File: src/rtl/xrg_pkg.sv
// xrg_pkg: shared types, constants and state encodings for the xoshiro256** generator
// no dependencies; imported by every module under rtl
`timescale 1ns / 1ps

package xrg_pkg;

    localparam int WordW = 64;
    localparam int HalfW = 32;

    localparam logic [WordW-1:0] GOLDEN_INC = 64'h9E3779B97F4A7C15;
    localparam logic [WordW-1:0] MIX_MUL_A  = 64'hBF58476D1CE4E5B9;
    localparam logic [WordW-1:0] MIX_MUL_B  = 64'h94D049BB133111EB;

    localparam logic CMD_NEXT   = 1'b0;
    localparam logic CMD_RESEED = 1'b1;

    localparam logic [1:0] LAST_INDEX = 2'd3;

    localparam logic [1:0] PHASE_LO    = 2'd0;
    localparam logic [1:0] PHASE_CROSS = 2'd1;
    localparam logic [1:0] PHASE_LAST  = 2'd2;

    // one queued transfer from the request channel
    typedef struct packed {
        logic             command;
        logic [WordW-1:0] seed_value;
    } item_t;

    typedef struct packed {
        logic             start;
        logic [WordW-1:0] seed;
    } seed_req_t;

    // one expanded state word from the seeding unit
    typedef struct packed {
        logic             valid;
        logic             last;
        logic [1:0]       index;
        logic [WordW-1:0] word;
    } seed_wr_t;

    typedef struct packed {
        logic seeding;
        logic pop;
    } core_stat_t;

    typedef enum logic [1:0] {
        MIX_IDLE,
        MIX_ADD,
        MIX_MUL,
        MIX_XOR
    } mix_state_t;

    typedef enum logic [1:0] {
        CORE_INIT,
        CORE_WAIT,
        CORE_RUN
    } core_state_t;

endpackage

File: src/rtl/xrg_front.sv
// xrg_front: request side, a two-entry queue of command transfers
// depends on xrg_pkg
`timescale 1ns / 1ps

module xrg_front (
    input  logic                     clk,
    input  logic                     rst_n,
    input  logic                     req_valid,
    output logic                     req_ready,
    input  logic                     command,
    input  logic [63:0]              seed_value,
    output xrg_pkg::item_t           q_item,
    output logic                     q_valid,
    input  logic                     q_pop
);
    import xrg_pkg::*;

    item_t      mem_reg [2];
    logic       wr_ptr_reg, wr_ptr_next;
    logic       rd_ptr_reg, rd_ptr_next;
    logic [1:0] count_reg, count_next;
    logic       push;

    assign req_ready = (count_reg != 2'd2);
    assign q_valid   = (count_reg != 2'd0);
    assign q_item    = mem_reg[rd_ptr_reg];
    assign push      = req_valid && req_ready;

    always_comb
    begin
        wr_ptr_next = push ? ~wr_ptr_reg : wr_ptr_reg;
        rd_ptr_next = q_pop ? ~rd_ptr_reg : rd_ptr_reg;
        count_next  = count_reg;
        if (push && !q_pop)
        begin
            count_next = count_reg + 2'd1;
        end
        else if (!push && q_pop)
        begin
            count_next = count_reg - 2'd1;
        end
    end

    always_ff @(posedge clk or negedge rst_n)
    begin
        if (!rst_n)
        begin
            wr_ptr_reg <= 1'b0;
            rd_ptr_reg <= 1'b0;
            count_reg  <= 2'd0;
        end
        else
        begin
            wr_ptr_reg <= wr_ptr_next;
            rd_ptr_reg <= rd_ptr_next;
            count_reg  <= count_next;
        end
    end

    always_ff @(posedge clk)
    begin
        if (push)
        begin
            mem_reg[wr_ptr_reg] <= '{command: command, seed_value: seed_value};
        end
    end

endmodule

File: src/rtl/xrg_mix.sv
// xrg_mix: SplitMix64 seeding unit, one 32x32 partial product per cycle
// depends on xrg_pkg; emits the four state words in order
`timescale 1ns / 1ps

module xrg_mix (
    input  logic                 clk,
    input  logic                 rst_n,
    input  xrg_pkg::seed_req_t   req,
    output xrg_pkg::seed_wr_t    wr
);
    import xrg_pkg::*;

    mix_state_t       state_reg, state_next;
    logic [WordW-1:0] acc_reg, acc_next;
    logic [WordW-1:0] z_reg, z_next;
    logic [WordW-1:0] prod_reg, prod_next;
    logic [1:0]       phase_reg, phase_next;
    logic             round_reg, round_next;
    logic [1:0]       index_reg, index_next;

    logic [WordW-1:0] acc_inc;
    logic [WordW-1:0] mul_const;
    logic [HalfW-1:0] mul_x, mul_y;
    logic [WordW-1:0] mul_full;
    logic [WordW-1:0] mix_mid, mix_out;

    assign acc_inc   = acc_reg + GOLDEN_INC;
    assign mul_const = round_reg ? MIX_MUL_B : MIX_MUL_A;
    assign mul_full  = {32'd0, mul_x} * {32'd0, mul_y};
    assign mix_mid   = prod_reg ^ (prod_reg >> 27);
    assign mix_out   = prod_reg ^ (prod_reg >> 31);

    // low 64 bits of z * c: lo*lo, then the two cross terms shifted up
    always_comb
    begin
        case (phase_reg)
            PHASE_LO:
            begin
                mul_x = z_reg[HalfW-1:0];
                mul_y = mul_const[HalfW-1:0];
            end
            PHASE_CROSS:
            begin
                mul_x = z_reg[WordW-1:HalfW];
                mul_y = mul_const[HalfW-1:0];
            end
            default:
            begin
                mul_x = z_reg[HalfW-1:0];
                mul_y = mul_const[WordW-1:HalfW];
            end
        endcase
    end

    always_comb
    begin
        state_next = state_reg;
        acc_next   = acc_reg;
        z_next     = z_reg;
        prod_next  = prod_reg;
        phase_next = phase_reg;
        round_next = round_reg;
        index_next = index_reg;
        wr         = '{valid: 1'b0, last: 1'b0, index: index_reg, word: mix_out};
        case (state_reg)
            MIX_IDLE:
            begin
                if (req.start)
                begin
                    acc_next   = req.seed;
                    index_next = 2'd0;
                    state_next = MIX_ADD;
                end
            end
            MIX_ADD:
            begin
                acc_next   = acc_inc;
                z_next     = acc_inc ^ (acc_inc >> 30);
                round_next = 1'b0;
                phase_next = PHASE_LO;
                state_next = MIX_MUL;
            end
            MIX_MUL:
            begin
                if (phase_reg == PHASE_LO)
                begin
                    prod_next = mul_full;
                end
                else
                begin
                    prod_next = prod_reg + {mul_full[HalfW-1:0], 32'd0};
                end
                if (phase_reg == PHASE_LAST)
                begin
                    state_next = MIX_XOR;
                end
                else
                begin
                    phase_next = phase_reg + 2'd1;
                end
            end
            MIX_XOR:
            begin
                if (!round_reg)
                begin
                    z_next     = mix_mid;
                    round_next = 1'b1;
                    phase_next = PHASE_LO;
                    state_next = MIX_MUL;
                end
                else
                begin
                    wr.valid = 1'b1;
                    wr.last  = (index_reg == LAST_INDEX);
                    if (index_reg == LAST_INDEX)
                    begin
                        state_next = MIX_IDLE;
                    end
                    else
                    begin
                        index_next = index_reg + 2'd1;
                        state_next = MIX_ADD;
                    end
                end
            end
            default:
            begin
                state_next = MIX_IDLE;
            end
        endcase
    end

    always_ff @(posedge clk or negedge rst_n)
    begin
        if (!rst_n)
        begin
            state_reg <= MIX_IDLE;
            phase_reg <= PHASE_LO;
            round_reg <= 1'b0;
            index_reg <= 2'd0;
        end
        else
        begin
            state_reg <= state_next;
            phase_reg <= phase_next;
            round_reg <= round_next;
            index_reg <= index_next;
        end
    end

    always_ff @(posedge clk)
    begin
        acc_reg  <= acc_next;
        z_reg    <= z_next;
        prod_reg <= prod_next;
    end

endmodule

File: src/rtl/xrg_core.sv
// xrg_core: back end, holds the four state words, scrambles and advances on next
// depends on xrg_pkg; drives xrg_mix for reseed and the power-up seeding pass
`timescale 1ns / 1ps

module xrg_core (
    input  logic                 clk,
    input  logic                 rst_n,
    input  xrg_pkg::item_t       q_item,
    input  logic                 q_valid,
    output logic                 q_pop,
    output xrg_pkg::seed_req_t   seed_req,
    input  xrg_pkg::seed_wr_t    seed_wr,
    output logic                 rsp_valid,
    input  logic                 rsp_ready,
    output logic [63:0]          random_word,
    output xrg_pkg::core_stat_t  stat
);
    import xrg_pkg::*;

    core_state_t      state_reg, state_next;
    logic [WordW-1:0] s_reg [4];
    logic             rsp_valid_reg, rsp_valid_next;
    logic [WordW-1:0] random_word_reg;

    logic             slot_free;
    logic             advance;
    logic [WordW-1:0] mul5, rot7, scrambled;
    logic [WordW-1:0] t, n0, n1, n2, n3;

    assign slot_free = !rsp_valid_reg || rsp_ready;

    // rotl(s1 * 5, 7) * 9 as shift-adds
    assign mul5      = s_reg[1] + (s_reg[1] << 2);
    assign rot7      = {mul5[56:0], mul5[63:57]};
    assign scrambled = rot7 + (rot7 << 3);

    assign t  = s_reg[1] << 17;
    assign n2 = s_reg[2] ^ s_reg[0];
    assign n3 = s_reg[3] ^ s_reg[1];
    assign n1 = s_reg[1] ^ n2;
    assign n0 = s_reg[0] ^ n3;

    always_comb
    begin
        state_next = state_reg;
        q_pop      = 1'b0;
        advance    = 1'b0;
        seed_req   = '{start: 1'b0, seed: q_item.seed_value};
        case (state_reg)
            CORE_INIT:
            begin
                seed_req.start = 1'b1;
                seed_req.seed  = '0;
                state_next     = CORE_WAIT;
            end
            CORE_WAIT:
            begin
                if (seed_wr.valid && seed_wr.last)
                begin
                    state_next = CORE_RUN;
                end
            end
            CORE_RUN:
            begin
                if (q_valid)
                begin
                    if (q_item.command == CMD_RESEED)
                    begin
                        q_pop          = 1'b1;
                        seed_req.start = 1'b1;
                        state_next     = CORE_WAIT;
                    end
                    else if (slot_free)
                    begin
                        q_pop   = 1'b1;
                        advance = 1'b1;
                    end
                end
            end
            default:
            begin
                state_next = CORE_INIT;
            end
        endcase
    end

    always_comb
    begin
        rsp_valid_next = rsp_valid_reg;
        if (advance)
        begin
            rsp_valid_next = 1'b1;
        end
        else if (rsp_ready)
        begin
            rsp_valid_next = 1'b0;
        end
    end

    always_ff @(posedge clk or negedge rst_n)
    begin
        if (!rst_n)
        begin
            state_reg     <= CORE_INIT;
            rsp_valid_reg <= 1'b0;
        end
        else
        begin
            state_reg     <= state_next;
            rsp_valid_reg <= rsp_valid_next;
        end
    end

    always_ff @(posedge clk)
    begin
        if (seed_wr.valid)
        begin
            s_reg[seed_wr.index] <= seed_wr.word;
        end
        else if (advance)
        begin
            s_reg[0] <= n0;
            s_reg[1] <= n1;
            s_reg[2] <= n2 ^ t;
            s_reg[3] <= {n3[18:0], n3[63:19]};
        end
        if (advance)
        begin
            random_word_reg <= scrambled;
        end
    end

    assign rsp_valid   = rsp_valid_reg;
    assign random_word = random_word_reg;
    assign stat        = '{seeding: (state_reg != CORE_RUN), pop: q_pop};

endmodule

File: src/rtl/xoshiro256_random_generator.sv
// xoshiro256_random_generator: xoshiro256** generator with SplitMix64 seeding
// Request channel: req_valid/req_ready with command and seed_value. command next
// asks for one random_word; command reseed loads the state from seed_value and
// gives no response. Response channel: rsp_valid/rsp_ready with random_word.
// Requests land in a two-entry queue, so up to two transfers are taken while
// the back end is busy or the response side stalls.
// Next: the request is registered in the queue, popped by the back end, and
// its word lands in the single response register with rsp_valid; a run of
// next commands sustains one response per cycle while rsp_ready stays high.
// Reseed: the back end waits on the seeding unit, which does each 64-bit
// multiply as three 32x32 partial products for each of the four state words.
// Reset: the state is loaded by a seeding pass with seed zero; requests
// queue up meanwhile and are served once it ends.
// Receiver stall: the response register holds its word; the back end takes no
// further next command until the word is transferred, and the queue fills.
// depends on xrg_pkg, xrg_front, xrg_mix, xrg_core
`timescale 1ns / 1ps

module xoshiro256_random_generator (
    input  logic        clk,
    input  logic        rst_n,
    input  logic        req_valid,
    output logic        req_ready,
    input  logic        command,
    input  logic [63:0] seed_value,
    output logic        rsp_valid,
    input  logic        rsp_ready,
    output logic [63:0] random_word
);
    import xrg_pkg::*;

    item_t      q_item;
    logic       q_valid;
    logic       q_pop;
    seed_req_t  seed_req;
    seed_wr_t   seed_wr;
    core_stat_t stat;

    xrg_front u_front (
        .clk        (clk),
        .rst_n      (rst_n),
        .req_valid  (req_valid),
        .req_ready  (req_ready),
        .command    (command),
        .seed_value (seed_value),
        .q_item     (q_item),
        .q_valid    (q_valid),
        .q_pop      (q_pop)
    );

    xrg_mix u_mix (
        .clk   (clk),
        .rst_n (rst_n),
        .req   (seed_req),
        .wr    (seed_wr)
    );

    xrg_core u_core (
        .clk         (clk),
        .rst_n       (rst_n),
        .q_item      (q_item),
        .q_valid     (q_valid),
        .q_pop       (q_pop),
        .seed_req    (seed_req),
        .seed_wr     (seed_wr),
        .rsp_valid   (rsp_valid),
        .rsp_ready   (rsp_ready),
        .random_word (random_word),
        .stat        (stat)
    );

    // queue never popped empty
    assert property (@(posedge clk) disable iff (!rst_n) stat.pop |-> q_valid)
        else $error("queue popped while empty");

    // seeding unit writes state only while the back end waits for it
    assert property (@(posedge clk) disable iff (!rst_n) seed_wr.valid |-> stat.seeding)
        else $error("state word written while running");

    // a new response only follows a pop of a next command
    assert property (@(posedge clk) disable iff (!rst_n) $rose(rsp_valid) |-> $past(stat.pop))
        else $error("response without a popped command");

    // an empty queue always takes a transfer
    assert property (@(posedge clk) disable iff (!rst_n) !q_valid |-> req_ready)
        else $error("empty queue refused a transfer");

endmodule
File: config.mk
export PLATFORM = sky130hd
export DESIGN_NAME = xoshiro256_random_generator
export DESIGN_NICKNAME = d
export VERILOG_FILES = /design/src/rtl/xrg_pkg.sv /design/src/rtl/xrg_front.sv /design/src/rtl/xrg_mix.sv /design/src/rtl/xrg_core.sv /design/src/rtl/xoshiro256_random_generator.sv
export SDC_FILE = /design/constraint.sdc
export NUM_CORES = 2
export LEC_CHECK = 0
export BUFFER_PORTS_ARGS = -buffer_cell sky130_fd_sc_hd__buf_2
export CELL_PAD_IN_SITES_DETAIL_PLACEMENT = 1
export CELL_PAD_IN_SITES_GLOBAL_PLACEMENT = 1
export CORE_ASPECT_RATIO = 0.9
export CORE_MARGIN = 1.5
export CORE_UTILIZATION = 46
export DETAILED_ROUTE_END_ITERATION = 8
export PLACE_DENSITY = 0.78
export SLEW_MARGIN = 5
export SYNTH_ARGS = -nofsm -noshare
export SYNTH_HDL_FRONTEND = slang
export SYNTH_HIERARCHICAL = 1
export SYNTH_SLANG_ARGS = --single-unit
File: constraint.sdc
create_clock -name clk -period 13.11 [get_ports clk]
set_input_delay 2.622 -clock clk [delete_from_list [all_inputs] [get_ports clk]]
set_output_delay 2.622 -clock clk [all_outputs]
set_load 0.01 [all_outputs]
==> run summary <==
first-pass GRT wire length: 359 mm
Clk Latency, worst-skew pair: 650 ps
via count: 50680
Placed Instances: 8573
die area: 151000 sq um
H-tree depth: 3
fmax: 0.0867 GHz
number of CTS-inserted buffers: 66
Worst Skew: 25.1 ps
Setup WS post-layout: 1570 ps
# nets final: 8070
Starting Density: 0.465
Sink Count: 656
Max stage delay on crit path: 960 ps
hold_buf cts: 0
Worst Hold Class: reg2reg
final non-filler cell total: 8698
synth-to-layout area growth: 7.20%
outcome: complete, no violations
Slew Viols, Final: 0
TNS Setup: 0 ps
# DRC: 0
commonest non-fill, non-tap cell in the layout: inv_1
Max-Cap Viols: 0
WL final: 243 mm
Placer Congestion: 1.00
Critical Path AT: 11890 ps
Least-Margin Pin Slew: 1210 ps
CP Capture Type: flop
layout cell share with drive strength beyond 1: 0.0686
Syn Std Cell Area: 68200 sq um
pre-CTS WS: 1790 ps
initial antenna violation count: 10
Worst Path Required: 13470 ps
IO buf count: 134
buffer depth of the longest clock path: 3
DRT Pass-1 Iters: 5
Largest register FFs: 256
CP most frequent cell: inv_1
number of hold violations in the final report: 0
CTS clk-pin slew, worst paths: 70 ps
post-synthesis average cell area: 10.2 sq um
CP max stage cell: ha_2
fillers: 16159
final setup violation count: 0
Ys Warns: 6
initial detailed-routing violation count: 5269
Final HPWL DP: 201 mm
vias in the first global route: 53488
Die W: 409 um
Syn Nets: 8046
Die Ht: 368 um
CTS tree: yes
average wire per standard cell: 27.9 um
core area: 147000 sq um
clk root buf: clkbuf_16
Period minus WS final: 11540 ps
Worst Path Max Fanout: 35
relative slew slack: 0.187
largest net degree at the start of global routing: 127
Post-CTS Setup Bufs: 0
I/O Pins: 135
Overflow after GRT: 0
most frequent cells in the layout: inv_1 (1028), fa_1 (829), edfxtp_1 (642)
Final period util: 0.880
Via density: 5.83
post-CTS sizing: 0
RSZ-0062 raised after global routing: false
gr usage total: 0.323
Setup Crit Path Kind: reg2reg
CP Launch Type: flop
Post-DRT Antenna Nets: 0
# rows: 133
Synth Instances: 6660
[layout make-up]
class                           count  area [sq um]  area share
Tap cell                         1957          2450      0.0335
Inverter                         1028          3860      0.0528
Timing Repair Buffer              187          1080      0.0148
Multi-Input combinational cell   4745         43800       0.599
Clock buffer                       78          1780      0.0244
Sequential cell                   656         19600       0.269
Clock inverter                     43           497     0.00680
Antenna cell                        4          10.0    0.000137
[layer usage]
metal / wire length, um / global-route usage / up-vias
li1: - / - / 21929
met1: 107000 / 0.476 / 26328
met2: 106000 / 0.485 / 2054
met3: 21800 / 0.0576 / 363
met4: 7830 / 0.0904 / 6
met5: 34 / 0 / -
[stage by stage]
stage | hold slack [ps] | cell area [sq um] | util
2_1_floorplan | 456 | 68200 | -
3_3_place_gp | 479 | 70800 | 0.483
5_1_grt | 503 | 73100 | 0.498
6_report | 496 | 73100 | 0.499
3_5_place_dp | 485 | 70800 | 0.483
4_1_cts | 496 | 73100 | 0.498
[worst paths after layout]
kind	from	end	slack (ps)	cells past startpoint
hold / removal	u_front/count_reg[1]$_DFFE_PN0P_	u_front/count_reg[1]$_DFFE_PN0P_	500	1
setup / recovery	u_mix/phase_reg[1]$_DFFE_PN0P_	u_mix/prod_reg[63]$_DFFE_PP_	1570	36
max in group asynchronous	rst_n	u_front/rd_ptr_reg$_DFFE_PN0P_	10850	1
min in group asynchronous	rst_n	u_core/rsp_valid$_DFFE_PN0P_	1920	1
setup reg to reg	u_mix/phase_reg[1]$_DFFE_PN0P_	u_mix/prod_reg[63]$_DFFE_PP_	1570	36
hold reg to reg	u_front/count_reg[1]$_DFFE_PN0P_	u_front/count_reg[1]$_DFFE_PN0P_	500	1
[worst max-delay path, delay by kind of cell, from the launching register on]
kind                     cells  cell delay [ps]
AO/OA/AOI/OAI                6             2170
XOR/XNOR                     2              530
adder cells (fa/ha/maj)     11             5440
buffers and inverters        9             1080
flip-flops                   1              380
AND/OR/NAND/NOR              8             1580
Power is left out: the tool's default activity adds up to more than one toggle a clock period on the data nets, which glitch-free logic cannot reach.
